[src/design/eemi_pkg.sv]
`default_nettype none
// ============================================================================
// eemi_pkg - shared definitions for the extended Euclid modular inverse
// Field widths, the default operand width and the sequencer state type.
// ============================================================================
package eemi_pkg;

    // Widths of the result fields, fixed by the interface.
    localparam int WORD_W  = 32;
    localparam int COEFF_W = 34;

    // Default internal operand width.
    localparam int OPERAND_WIDTH_DEFAULT = 32;

    // Sequencer states, one-hot.
    typedef enum logic [5:0] {
        ST_IDLE  = 6'b000001,
        ST_CHECK = 6'b000010,
        ST_DIV   = 6'b000100,
        ST_UPD   = 6'b001000,
        ST_RED   = 6'b010000,
        ST_FIN   = 6'b100000
    } state_t;

endpackage : eemi_pkg
`default_nettype wire

[src/design/eemi_step_unit.sv]
`default_nettype none
// ============================================================================
// eemi_step_unit - one restoring division step with coefficient accumulation
// Produces one quotient bit per cycle, MSB first, and folds it into the two
// running products q*x1 and q*y1 by Horner's rule.
// ============================================================================
module eemi_step_unit #(
    parameter int OPERAND_WIDTH = eemi_pkg::OPERAND_WIDTH_DEFAULT
) (
    input  wire logic [OPERAND_WIDTH-1:0] rem,
    input  wire logic                     dvd_msb,
    input  wire logic [OPERAND_WIDTH-1:0] divisor,
    input  wire logic [OPERAND_WIDTH-1:0] acc_x,
    input  wire logic [OPERAND_WIDTH-1:0] acc_y,
    input  wire logic [OPERAND_WIDTH-1:0] coef_x,
    input  wire logic [OPERAND_WIDTH-1:0] coef_y,
    output logic      [OPERAND_WIDTH-1:0] rem_next,
    output logic      [OPERAND_WIDTH-1:0] acc_x_next,
    output logic      [OPERAND_WIDTH-1:0] acc_y_next
);
    import eemi_pkg::*;

    logic [OPERAND_WIDTH:0] trial;
    logic [OPERAND_WIDTH:0] diff;
    logic                   q_bit;

    always_comb
    begin
        trial = {rem, dvd_msb};
        diff  = trial - {1'b0, divisor};
        q_bit = (trial >= {1'b0, divisor});
        // The partial remainder always stays below the divisor, so it fits.
        rem_next   = q_bit ? diff[OPERAND_WIDTH-1:0] : trial[OPERAND_WIDTH-1:0];
        // Partial products never exceed the final coefficient, which fits.
        acc_x_next = {acc_x[OPERAND_WIDTH-2:0], 1'b0}
                     + (q_bit ? coef_x : {OPERAND_WIDTH{1'b0}});
        acc_y_next = {acc_y[OPERAND_WIDTH-2:0], 1'b0}
                     + (q_bit ? coef_y : {OPERAND_WIDTH{1'b0}});
    end

endmodule : eemi_step_unit
`default_nettype wire

[src/design/extended_euclid_modular_inverse.sv]
`default_nettype none
// ============================================================================
// extended_euclid_modular_inverse - gcd, modular inverse and Bezout pair
// Iterative extended Euclidean algorithm built round one shared
// divide-and-accumulate step unit under a small one-hot sequencer.
// ============================================================================
//
//  Channel   Handshake        Payload
//  --------  ---------------  --------------------------------------------
//  input     start & !busy    value, modulus
//  result    done (1 cycle)   inverse, divisor, modulus_coeff, invertible
//
//  Each transaction runs N Euclid steps between acceptance and the result
//  strobe (N is zero when the modulus is zero, at most about 47 for 32-bit
//  operands). Each step tests for termination in ST_CHECK, develops one
//  quotient bit per cycle in ST_DIV through the step unit, then updates the
//  remainders and coefficients in ST_UPD; then ST_RED and ST_FIN finish.
//  busy stays high from acceptance until the result is presented; a new
//  transaction may be started in the very cycle that done is high.
//  Reset (rst_n, asynchronous) returns the sequencer to idle and clears the
//  strobe. The receiver cannot stall: done is high for one cycle only.
//
module extended_euclid_modular_inverse #(
    parameter int OPERAND_WIDTH = eemi_pkg::OPERAND_WIDTH_DEFAULT
) (
    input  wire logic                               clk,
    input  wire logic                               rst_n,
    input  wire logic                               start,
    output logic                                    busy,
    input  wire logic [eemi_pkg::WORD_W-1:0]        value,
    input  wire logic [eemi_pkg::WORD_W-1:0]        modulus,
    output logic                                    done,
    output logic      [eemi_pkg::WORD_W-1:0]        inverse,
    output logic      [eemi_pkg::WORD_W-1:0]        divisor,
    output logic signed [eemi_pkg::COEFF_W-1:0]     modulus_coeff,
    output logic                                    invertible
);
    import eemi_pkg::*;

    localparam int W     = OPERAND_WIDTH;
    localparam int CNT_W = $clog2(W);
    // Width at which the modulus coefficient is negated before truncation.
    localparam int NEG_W = (W > COEFF_W) ? W : COEFF_W;

    // Sequencer.
    state_t state_reg, state_next;
    logic [CNT_W-1:0] cnt_reg, cnt_next;
    logic             odd_reg, odd_next;
    logic             done_reg, done_next;

    // Euclid state: remainders and coefficient magnitudes.
    logic [W-1:0] r0_reg, r0_next;
    logic [W-1:0] r1_reg, r1_next;
    logic [W-1:0] x0_reg, x0_next;
    logic [W-1:0] x1_reg, x1_next;
    logic [W-1:0] y0_reg, y0_next;
    logic [W-1:0] y1_reg, y1_next;
    logic [W-1:0] mod_reg, mod_next;

    // Division working registers.
    logic [W-1:0] dvd_reg, dvd_next;
    logic [W-1:0] rem_reg, rem_next;
    logic [W-1:0] accx_reg, accx_next;
    logic [W-1:0] accy_reg, accy_next;
    logic [W-1:0] red_reg, red_next;

    // Result registers.
    logic [WORD_W-1:0]  inv_out_reg, inv_out_next;
    logic [WORD_W-1:0]  gcd_out_reg, gcd_out_next;
    logic [COEFF_W-1:0] coef_out_reg, coef_out_next;
    logic               invt_out_reg, invt_out_next;

    // Step unit outputs.
    logic [W-1:0] su_rem;
    logic [W-1:0] su_accx;
    logic [W-1:0] su_accy;

    // Normalisation helpers.
    logic [NEG_W-1:0] y_ext;
    logic [NEG_W-1:0] y_neg;
    logic [W-1:0]     inv_final;

    eemi_step_unit #(
        .OPERAND_WIDTH (W)
    ) u_step (
        .rem        (rem_reg),
        .dvd_msb    (dvd_reg[W-1]),
        .divisor    (r1_reg),
        .acc_x      (accx_reg),
        .acc_y      (accy_reg),
        .coef_x     (x1_reg),
        .coef_y     (y1_reg),
        .rem_next   (su_rem),
        .acc_x_next (su_accx),
        .acc_y_next (su_accy)
    );

    // The last x is at most modulus/gcd, so a single compare and subtract
    // reduces it; the odd-parity sign is applied in the following cycle.
    always_comb
    begin
        y_ext = NEG_W'(y0_reg);
        y_neg = -y_ext;
        if ((mod_reg != '0) && odd_reg && (red_reg != '0))
        begin
            inv_final = mod_reg - red_reg;
        end
        else
        begin
            inv_final = red_reg;
        end
    end

    always_comb
    begin
        state_next    = state_reg;
        cnt_next      = cnt_reg;
        odd_next      = odd_reg;
        done_next     = 1'b0;
        r0_next       = r0_reg;
        r1_next       = r1_reg;
        x0_next       = x0_reg;
        x1_next       = x1_reg;
        y0_next       = y0_reg;
        y1_next       = y1_reg;
        mod_next      = mod_reg;
        dvd_next      = dvd_reg;
        rem_next      = rem_reg;
        accx_next     = accx_reg;
        accy_next     = accy_reg;
        red_next      = red_reg;
        inv_out_next  = inv_out_reg;
        gcd_out_next  = gcd_out_reg;
        coef_out_next = coef_out_reg;
        invt_out_next = invt_out_reg;

        case (state_reg)
            ST_IDLE:
            begin
                if (start)
                begin
                    r0_next    = W'(value);
                    r1_next    = W'(modulus);
                    mod_next   = W'(modulus);
                    x0_next    = W'(1);
                    x1_next    = '0;
                    y0_next    = '0;
                    y1_next    = W'(1);
                    odd_next   = 1'b0;
                    state_next = ST_CHECK;
                end
            end
            ST_CHECK:
            begin
                // Finished once the remainder reaches zero; otherwise set
                // up a fresh long division of r0 by r1.
                if (r1_reg == '0)
                begin
                    state_next = ST_RED;
                end
                else
                begin
                    dvd_next   = r0_reg;
                    rem_next   = '0;
                    accx_next  = '0;
                    accy_next  = '0;
                    cnt_next   = CNT_W'(W - 1);
                    state_next = ST_DIV;
                end
            end
            ST_DIV:
            begin
                rem_next  = su_rem;
                accx_next = su_accx;
                accy_next = su_accy;
                dvd_next  = {dvd_reg[W-2:0], 1'b0};
                cnt_next  = cnt_reg - CNT_W'(1);
                if (cnt_reg == '0)
                begin
                    state_next = ST_UPD;
                end
            end
            ST_UPD:
            begin
                r0_next    = r1_reg;
                r1_next    = rem_reg;
                x0_next    = x1_reg;
                x1_next    = x0_reg + accx_reg;
                y0_next    = y1_reg;
                y1_next    = y0_reg + accy_reg;
                odd_next   = ~odd_reg;
                state_next = ST_CHECK;
            end
            ST_RED:
            begin
                if ((mod_reg != '0) && (x0_reg >= mod_reg))
                begin
                    red_next = x0_reg - mod_reg;
                end
                else
                begin
                    red_next = x0_reg;
                end
                state_next = ST_FIN;
            end
            ST_FIN:
            begin
                inv_out_next  = WORD_W'(inv_final);
                gcd_out_next  = WORD_W'(r0_reg);
                coef_out_next = (!odd_reg && (y0_reg != '0)) ? COEFF_W'(y_neg)
                                                             : COEFF_W'(y_ext);
                invt_out_next = (r0_reg == W'(1));
                done_next     = 1'b1;
                state_next    = ST_IDLE;
            end
            default:
            begin
                state_next = ST_IDLE;
            end
        endcase
    end

    // Control state.
    always_ff @(posedge clk or negedge rst_n)
    begin
        if (!rst_n)
        begin
            state_reg <= ST_IDLE;
            done_reg  <= 1'b0;
        end
        else
        begin
            state_reg <= state_next;
            done_reg  <= done_next;
        end
    end

    // Datapath registers need no reset.
    always_ff @(posedge clk)
    begin
        cnt_reg      <= cnt_next;
        odd_reg      <= odd_next;
        r0_reg       <= r0_next;
        r1_reg       <= r1_next;
        x0_reg       <= x0_next;
        x1_reg       <= x1_next;
        y0_reg       <= y0_next;
        y1_reg       <= y1_next;
        mod_reg      <= mod_next;
        dvd_reg      <= dvd_next;
        rem_reg      <= rem_next;
        accx_reg     <= accx_next;
        accy_reg     <= accy_next;
        red_reg      <= red_next;
        inv_out_reg  <= inv_out_next;
        gcd_out_reg  <= gcd_out_next;
        coef_out_reg <= coef_out_next;
        invt_out_reg <= invt_out_next;
    end

    assign busy          = (state_reg != ST_IDLE);
    assign done          = done_reg;
    assign inverse       = inv_out_reg;
    assign divisor       = gcd_out_reg;
    assign modulus_coeff = coef_out_reg;
    assign invertible    = invt_out_reg;

endmodule : extended_euclid_modular_inverse
`default_nettype wire
[config.mk]
export PLATFORM = sky130hd
export DESIGN_NAME = extended_euclid_modular_inverse
export DESIGN_NICKNAME = d
export VERILOG_FILES = /design/src/design/eemi_pkg.sv /design/src/design/eemi_step_unit.sv /design/src/design/extended_euclid_modular_inverse.sv
export SDC_FILE = /design/constraint.sdc
export NUM_CORES = 1
export LEC_CHECK = 0
export BUFFER_PORTS_ARGS = -buffer_cell sky130_fd_sc_hd__buf_2
export CORE_UTILIZATION = 35
export DETAILED_ROUTE_END_ITERATION = 10
export PLACE_DENSITY = 0.58
export SLEW_MARGIN = 10
export SYNTH_ARGS = -nofsm -noshare
export SYNTH_HDL_FRONTEND = slang
export SYNTH_SLANG_ARGS = --single-unit
[constraint.sdc]
create_clock -name clk -period 23.2 [get_ports clk]
set_clock_uncertainty 0.15 [all_clocks]
set_input_delay 4.64 -clock clk [delete_from_list [all_inputs] [get_ports clk]]
set_output_delay 4.64 -clock clk [all_outputs]
set_load 0.01 [all_outputs]
==> results.md, run 1 <==
* Largest net degree at the start of global routing at 133
* Crit-path max cell delay at 790 ps
* Per-cell routed wire length at 18.7 µm
* Worst hold stages at 1
* Mapped Area at 30800 µm²
* Top_reg_cell synth: edfxtp_1
* Clock Path Buffers at 3
* Met3 usage at 2.33%
* CP Buf/Inv Count at 3
* Initial Util at 35.4%
* Reg2Reg Depth at 19
* Distinct cell type count after synthesis at 82
* Peak supply drop at 66.7 µV
* GR Util met2 at 28.6%
* Max reg flops at 34
* I/O pins at 168
* CTS tree: done
* Num CTS Buffers at 56
* Fmax at 148 MHz
* Clock latency at the later pin of the worst-skew pair at 620 ps
* Slowest CP cell: or2_4
* Vias in the first global route at 22200
* Pwr dens at 117 nW/µm²
* Syn nets at 3342
* Crit path max fanout at 132
* Seq cells post-synth at 496
* Leakage power at 0.0140 µW
* Iteration count of the initial detailed-routing pass at 6
* Clock sinks at 496
* Worst-Margin Slew at 1170 ps
* Worst Hold Class: reg -> reg
* Vias after detailed routing at 23100
* Layer with the highest usage: met2
* GRT overflow at 0
* Port bufs at 167
* Post-CTS Resized at 0
* Root buffer cell: clkbuf_16
* Clock period minus worst slack at 6740 ps
* Cts hold-fix bufs at 0
* Final Hold Viols at 0
* Area growth from synthesis to layout at 12.9%
* Sw Share at 39.4%
* Die Ht at 299 µm
* Post-Place Worst Slack at 15760 ps
* Global-route met1 utilization at 26.0%
* Max-Cap Viols at 0
* Yosys synthesis warning count at 0
* Core area at 86900 µm²
* Sequential share of the synthesized area at 48.3%
* GRT Total Usage at 18.2%
* Flop pwr share at 34.2%
* Fin crit share at 29.1%
* DIE WIDTH at 299 µm
* DRC Markers at 0
* Mean Syn Cell Area at 10.1 µm²
* Sw Pwr at 1600 µW
* Cells after Synth at 3049
* Worst-path cell chain: buf_2, and2_1, buf_4, or2_4, buf_12
* Number of routed nets with antenna violations at 0
* CP Depth at 5
* Int Pwr at 2460 µW
* First-pass GRT wire length at 128000 µm
* Layout cells sized above 1 at 9.82%
* Kind of critical path: in -> reg
* H-tree Lvls at 2
* Setup tns final at 0 ps
* Synth async-reset ratio at 1.41%
* DR vias/cell at 5.25
* Postcts setup bufs at 0
* Status: complete, no violations
* Top delay family on crit path: buffers and inverters
* Placed wire-length estimate at 60500 µm
* Cell area after layout at 34800 µm²
* EDFF count, synth at 489
* Pins over their slew limit at 0
* Placed cell area at 32900 µm²
* Initial drt markers at 1521
* Worst setup margin at 16460 ps
* Clk network pwr share at 22.0%
* Clock Pin Slew Worst Setup and Hold Paths at 60 ps
* Gp weighted congestion at 0.884
* Logic pwr share at 43.8%
* Headroom to the max-slew limit at 22.0%
* Worst Setup Start Kind: input pin
* CP required at 23290 ps
* Area of the die at 89100 µm²
* # nets final at 3495
* Final WL at 82400 µm
* Row count at 108
* Design Power at 4060 µW
* Setup crit end kind: flop
* Final setup vio count at 0
* Initial antenna violation count at 2
* Worst Path Arrival at 6830 ps
* Unrepaired setup endpoints after global routing: no
==> synth_stat cells (8+ instances only) <==
master | count | share of area (%)
a211oi_1 | 43 | 1.0
a21o_1 | 103 | 2.5
a21oi_1 | 193 | 3.1
a31oi_1 | 29 | 0.59
and2_1 | 135 | 2.7
and3_1 | 21 | 0.43
and4_1 | 9 | 0.26
buf_2 | 11 | 0.18
clkbuf_1 | 82 | 1.0
edfxtp_1 | 489 | 48
ha_1 | 219 | 8.9
inv_1 | 148 | 1.8
mux2i_1 | 16 | 0.52
nand2_1 | 426 | 5.2
nand2b_1 | 30 | 0.61
nand3_1 | 60 | 0.98
nand3b_1 | 8 | 0.20
nand4_1 | 26 | 0.53
nor2_1 | 199 | 2.4
nor2b_1 | 34 | 0.69
nor3_1 | 60 | 0.98
nor3b_1 | 16 | 0.39
nor4_1 | 45 | 0.91
o211ai_1 | 18 | 0.44
o21a_1 | 30 | 0.73
o21ai_0 | 192 | 3.1
o21ai_1 | 11 | 0.18
o21bai_1 | 20 | 0.49
o31a_1 | 10 | 0.28
o31ai_1 | 21 | 0.51
o41ai_1 | 8 | 0.23
or2_2 | 11 | 0.22
or3_1 | 21 | 0.43
xnor2_1 | 112 | 3.2
xor2_1 | 76 | 2.2
==> metal layers <==
layer	part of all wire, %	vias up
met4	2.7	0
li1	-	11500
met1	48	11000
met3	4.8	109
met5	0	-
met2	45	521
==> logic make-up after synthesis <==
kind of cell | share of synthesized area, %
fa+ha+maj | 9.36
mux | 0.703
buf+inv | 3.04
xor+xnor | 5.42
simple gates | 17.6
compound gates | 15.6
flops | 48.3
==> layout by cell type, fill, tap and decap left out, types with 60 or more instances in the layout <==
master and instances:
and2_1 135, a21o_1 103, ha_1 219, nand2_1 426, nand3_1 60, buf_2 167, o21ai_0 192, a21oi_1 192
xor2_1 76, edfxtp_1 489, nor3_1 60, xnor2_1 112, inv_1 148, nor2_1 198
==> metrics by stage <==
step / hold WS [ps] / std cells / util (%)
6_report: 337 / 4405 / 40.0
5_1_grt: 349 / 4403 / 40.0
4_1_cts: 329 / 4403 / 40.0
3_5_place_dp: 322 / 4299 / 37.9
3_3_place_gp: 319 / 4299 / 37.9
2_1_floorplan: 282 / 3049 / -
==> area by class of cell <==
class	instances	area, µm²
diodes	2	5.00
clock buffers	64	1470
clock inverters	40	352
fillers	8475	52100
inverters	148	556
multi-input cells	2309	15000
flip-flops and latches	496	14900
well taps	1155	1450
repair buffers	191	1030
==> power by group through the flow <==
stage	registers (µW)	clock network [µW]	logic, µW
floorplan	1360	0	1380
global placement	1400	0	1760
detailed placement	1400	0	1760
CTS	1390	914	1780
global route	1400	949	2000
finish	1390	894	1780
==> final timing paths <==
| kind | slack (ps) | to | start |
|---|---|---|---|
| worst max register to register | 16820 | accy_reg[30] | rem_reg[13] |
| min in group asynchronous | 3740 | done | rst_n |
| worst min-delay path | 340 | state_reg[3] | cnt_reg[4] |
| worst min register to register | 340 | state_reg[3] | cnt_reg[4] |
| worst max-delay path | 16460 | y1_reg[10] | start |
| max in group asynchronous | 18880 | state_reg[0] | rst_n |
==> worst reg2reg max path: cells and delay by family, from the launching register on <==
family / cells / cell delay [ps]
and+or+nand+nor: 6 / 1470
DFF: 1 / 420
adders and majority gates: 2 / 740
AOI/OAI and AO/OA: 8 / 2190
buffers and inverters: 2 / 950
xor gates and xnor gates: 1 / 170
No activity file was read; power rests on OpenSTA's default activity.
==> run 2, diff against run 1 <==
ABC_AREA = 1   (was unset)
PLACE_DENSITY = 0.59   (was 0.58)
clock period = 6.15 ns   (was 23.2 ns; I/O delays follow)
==> run 2 against run 1 <==
  * Area after synthesis up 6.2%
  * Power grew to 5.0 times the previous value
  * Design area increased by 5.4%
  * Combinational power rose to 6.1 times the previous value
==> results.md, run 2 <==
* Status: complete, no violations
* Count leader, synth: nand2_1
* Wire length on met2 at 46000 µm
* Most used cell along the critical path: nand2_1
* Initial antenna violation count at 0
* Number of routed nets with antenna violations at 0
* Crit path max fanout at 64
* Worst setup margin at 1490 ps
* Cells after Synth at 3998
* Headroom to the max-slew limit at 31.3%
* Worst-path cell chain: ha_1, nand2_1, nor2_1, inv_1, nor4_1, nand2_1, nand2_2, inv_4, nor2_1, ha_1, inv_1, fa_1, inv_1, nand2_1, a21oi_1, a21oi_1, o21bai_1, nand2_1, nand2_1, nand2_1, nand2_1, nand2_1, nand2_1, nor2_1
* EDFF count, synth at 489
* Placed cell area at 34900 µm²
* Leading area contributor after synthesis: edfxtp_1
* Port bufs at 167
* Per-cell routed wire length at 18.7 µm
* Fin crit share at 75.8%
* Slowest CP cell: edfxtp_1
* Worst-Margin Slew at 1020 ps
* Iteration count of the initial detailed-routing pass at 5
* Worst Setup Start Kind: flop
* Pwr dens at 554 nW/µm²
* Fmax at 214 MHz
* Clock Pin Slew Worst Setup and Hold Paths at 70 ps
* Most frequent cells in the layout: nand2_1, nor2_1, edfxtp_1, inv_1, a21oi_1
* Clock Path Buffers at 3
* Max reg flops at 34
* Met1 WL at 48300 µm
* I/O pins at 168
* Vias in the first global route at 26500
* Area of the die at 94600 µm²
* Distinct cell type count after synthesis at 53
* Final WL at 102000 µm
* Syn nets at 4291
* Row count at 111
* Post-Place Worst Slack at 1570 ps
* Cell area after layout at 36600 µm²
* Sequential share of the synthesized area at 45.4%
* H-tree Lvls at 2
* DIE WIDTH at 308 µm
* Postcts setup bufs at 0
* Setup tns final at 0 ps
* GRT Total Usage at 21.2%
* Initial Util at 35.5%
* Seq cells post-synth at 496
* Area growth from synthesis to layout at 12.0%
* Core area at 92100 µm²
* DR vias/cell at 5.14
* Clock latency at the later pin of the worst-skew pair at 640 ps
* Uppermost layer routed: met4
* Leakage power at 0.0156 µW
* Die Ht at 308 µm
* Setup crit end kind: flop
* Top_reg_cell synth: edfxtp_1
* Area contributors post-synth: edfxtp_1, nand2_1, ha_1, nor2_1, a21oi_1
* Mapped Area at 32700 µm²
* Crit-path max cell delay at 420 ps
* Num CTS Buffers at 54
* Post-CTS Resized at 0
* Worst Hold Class: in -> async
* Peak supply drop at 321 µV
* # nets final at 4462
* Fillers at 9472
* Most common cell after layout, fill and taps aside: nand2_1
* CTS tree: done
* Mean Syn Cell Area at 8.18 µm²
* Launching point of the worst reg2reg path: rem_reg[23]
* Max-Cap Viols at 0
* Initial drt markers at 2401
* Pins over their slew limit at 0
* DRC Markers at 0
* Yosys top cell area share at 44.9%
* Root buffer cell: clkbuf_16
* Gp weighted congestion at 0.957
* GRT overflow at 0
* Vias after detailed routing at 28000
* Cts hold-fix bufs at 0
* Kind of critical path: reg -> reg
* Largest net degree at the start of global routing at 151
* Unrepaired setup endpoints after global routing: no
* Crit path from: rem_reg[23]
* Diode count at 0
* Final setup vio count at 0
* Yosys synthesis warning count at 0
* Finished Core Util at 39.8%
* Clock period minus worst slack at 4660 ps
* Worst Path Arrival at 4910 ps
* Clock sinks at 496
* Synth async-reset ratio at 1.41%
* Final Hold Viols at 0
* Met3 Wirelength at 5670 µm
* Placed wire-length estimate at 80300 µm
* First-pass GRT wire length at 155000 µm
* Commonest cells in the netlist: nand2_1, nor2_1, edfxtp_1
* CP required at 6400 ps
* Layout cells sized above 1 at 7.55%
[run 2: per-layer routing]
layer	up-vias	global-route usage [%]
met5	-	0
met4	0	5.04
met3	105	2.42
met2	775	34.1
met1	13200	30.3
li1	14000	-
[run 2: cell type report]
class                      instances  area, µm²  area share (%)
clock buffer                      65       1390            3.80
clock inverter                    33        330           0.902
inverter                         491       1850            5.04
multi-input combinational       2939      15600            42.7
sequential                       496      14900            40.6
tap                             1243       1560            4.25
timing repair buffer             187       1010            2.76
[run 2: logic make-up after synthesis]
group | after synthesis | share of synthesized area [%]
AOI/OAI and AO/OA | 857 | 14.3
xor gates and xnor gates | 96 | 2.57
adders and majority gates | 226 | 8.81
buffers and inverters | 563 | 6.84
DFF | 496 | 45.4
and+or+nand+nor | 1760 | 22.1
[run 2: stage by stage]
stage                     instances  power [µW]  hold WS, ps
after floorplan                3998       14000          276
after global placement         5356       16900          293
after detailed placement       5356       17000          293
after CTS                      5454       20300          252
after global routing           5454       21900          269
final                          5454       20300          281
[run 2: critical path: cells and delay by family, from the launching register on]
family / cells / cell delay, ps
simple gates: 14 / 1550
fa+ha+maj: 3 / 920
compound gates: 3 / 840
flops: 1 / 420
buf+inv: 4 / 440
[run 2: worst paths after layout]
| check | to | slack [ps] | depth (start not counted) |
|---|---|---|---|
| hold / removal | done | 280 | 1 |
| setup reg to reg | accy_reg[25] | 1490 | 24 |
| min in group clk | divisor[2] | 310 | 0 |
| setup / recovery | accy_reg[25] | 1490 | 24 |
| max in group asynchronous | state_reg[0] | 5340 | 1 |
| hold reg to reg | divisor[2] | 310 | 0 |
[run 2: where the power goes]
group          switching (µW)  internal [µW]
combinational            7590           3320
clock                    1420           1830
sequential                800           5340
==> run 3, diff against run 2 <==
PLACE_DENSITY = 0.57   (was 0.59)
clock period = 4.4 ns   (was 6.15 ns; I/O delays follow)
==> run 3 against run 2 <==
  * Maximum frequency is 14% higher
  * Worst hold slack better by 20 ps
  * Sequential power grew 39%
  * Critical path depth increased by 1
  * Global-route usage hardly changed
  * Via count barely moved
  * Largest power group unchanged
  * Wire length grew 0.39%
  * Largest cell class unchanged
  * Power is 45% higher
  * Count of clock-buffer cells in the layout increased by 3
==> results.md, run 3 (synthesis results as in run 2) <==
* Flop pwr share at 29.0%
* Iteration count of the initial detailed-routing pass at 5
* GRT Total Usage at 21.2%
* Worst-Margin Slew at 1010 ps
* Multi-input logic area at 16000 µm²
* Reg-to-reg endpoint: accy_reg[25]
* Port bufs at 167
* Fin crit share at 92.8%
* Row count at 111
* Number of routed nets with antenna violations at 0
* Clock latency at the later pin of the worst-skew pair at 660 ps
* Gp weighted congestion at 0.966
* H-tree Lvls at 2
* Initial drt markers at 2030
* Clock Path Buffers at 3
* Max reg flops at 34
* Max-Cap Viols at 0
* Worst Setup Start Kind: flop
* Vias after detailed routing at 28100
* DIE WIDTH at 308 µm
* Cell area after layout at 37500 µm²
* Headroom to the max-slew limit at 32.4%
* Clock period minus worst slack at 4080 ps
* Worst Hold Class: in -> reg
* Placed insts at 5379
* Hold_ws at 301 ps
* Worst Path Arrival at 4350 ps
* Die Ht at 308 µm
* Per-cell routed wire length at 18.7 µm
* DRC Markers at 0
* CP required at 4670 ps
* Clock Pin Slew Worst Setup and Hold Paths at 70 ps
* Diode count at 0
* Sw Share at 47.6%
* Pins over their slew limit at 0
* Area growth from synthesis to layout at 14.7%
* Sequential Area at 14900 µm²
* Logic pwr share at 54.4%
* Fillers at 9395
* Initial antenna violation count at 2
* Crit path max fanout at 24
* Status: complete, no violations
* R2R Setup Slk at 320 ps
* Setup crit end kind: flop
* Int Pwr at 15500 µW
* Crit path from: r1_reg[29]
* Final WL at 103000 µm
* Crit path to: accy_reg[25]
* # nets final at 4489
* Clk network pwr share at 16.5%
* DR vias/cell at 5.12
* Root buffer cell: clkbuf_16
* Reg2Reg Depth at 25
* Clock sinks at 496
* Layout cells sized above 1 at 9.45%
* Fmax at 245 MHz
* Final setup vio count at 0
* Placed wire-length estimate at 80600 µm
* Placed cell area at 35200 µm²
* Area of the die at 94600 µm²
* Peak supply drop at 350 µV
* Pwr dens at 786 nW/µm²
* Sw Pwr at 14000 µW
* First-pass GRT wire length at 155000 µm
* Largest net degree at the start of global routing at 126
* Initial Util at 35.5%
* Most common cell after layout, fill and taps aside: nand2_1
* CTS tree: done
* Finished Core Util at 40.7%
* Leakage power at 0.0158 µW
* Vias in the first global route at 26800
* I/O pins at 168
* Most frequent cells in the layout: nand2_1, nor2_1, edfxtp_1, inv_1, a21oi_1
* Fin cells at 5486
* Num CTS Buffers at 56
* Core area at 92100 µm²
* Final Hold Viols at 0
* GRT overflow at 0
* Kind of critical path: reg -> reg
* Launching point of the worst reg2reg path: r1_reg[29]
## run 3: changes by cell type in the layout (fill, tap and decap cells not counted), moves of 9 or more
cell and delta:
ha_1 -23, ha_4 +22, buf_4 +14, nor2_1 -12, nor2_2 +11, buf_12 +9
o21ai_0 -9
## run 3: what timing repair did
action	4_1_cts	5_1_grt
gates resized for setup	0	67
endpoints found under the hold margin	6	0
endpoints found under the setup margin	0	35
hold buffers	1	0
setup buffers	0	1
## run 3: cell type report
cell class              count  share of cell area (%)
clock buffers              68                    3.86
flip-flops and latches    496                    39.6
repair buffers            212                    3.52
inverters                 491                    4.93
multi-input cells        2939                    42.7
well taps                1243                    4.15
clock inverters            37                    1.17
## run 3: worst min path at each step
stage             endpoint        start  slack, ps  depth (start not counted)
2_1_floorplan   divisor[2]    r0_reg[2]        280                          0
3_3_place_gp    divisor[6]    r0_reg[6]        290                          0
3_5_place_dp    divisor[2]    r0_reg[2]        300                          0
4_1_cts        mod_reg[20]  modulus[20]        260                          1
5_1_grt        mod_reg[20]  modulus[20]        270                          1
6_report       mod_reg[20]  modulus[20]        300                          1
## run 3: worst max-delay path: stages (launching register included)
cell and delay [ps]:
edfxtp_1 360, inv_1 210, ha_2 360, nand2_1 100, inv_1 70, nand3_1 150, nor2_1 60, nand2_1 60
nand3_1 60, nor2_1 110, nand2_2 110, inv_6 120, buf_8 210, nor2_1 60, ha_1 350, a21oi_1 240
o21ai_0 150, a21oi_1 220, o21bai_1 90, buf_4 150, nand2_1 50, nand2_1 90, nand2_1 80, nand2_1 60
nor2_1 90, nor2_1 50
## run 3: per-stage QoR
| step | worst slack (ps) | setup TNS [ps] | total power [µW] |
|---|---|---|---|
| floorplan | -632 | -122040 | 19500 |
| CTS | 146 | 0 | 29100 |
| detailed placement | 175 | 0 | 24100 |
| finish | 316 | 0 | 29500 |
| global route | -10.1 | -10.1 | 31900 |
| global placement | 205 | 0 | 24100 |
## run 3: metal layers
| metal | GRT usage [%] | part of all wire [%] | vias to the layer above |
|---|---|---|---|
| met5 | 0 | 0.013 | - |
| met4 | 5.06 | 2.3 | 2 |
| met3 | 3.19 | 5.6 | 128 |
| met2 | 34.3 | 45 | 707 |
| met1 | 29.5 | 47 | 13200 |
| li1 | - | - | 14000 |
## run 3: power groups by stage
| stage | clock network, µW | registers, µW | logic (µW) |
|---|---|---|---|
| CTS | 4980 | 8520 | 15600 |
| global placement | 0 | 8580 | 15500 |
| floorplan | 0 | 8240 | 11200 |
| global route | 5130 | 8690 | 18000 |
| finish | 4880 | 8560 | 16000 |
| detailed placement | 0 | 8600 | 15500 |
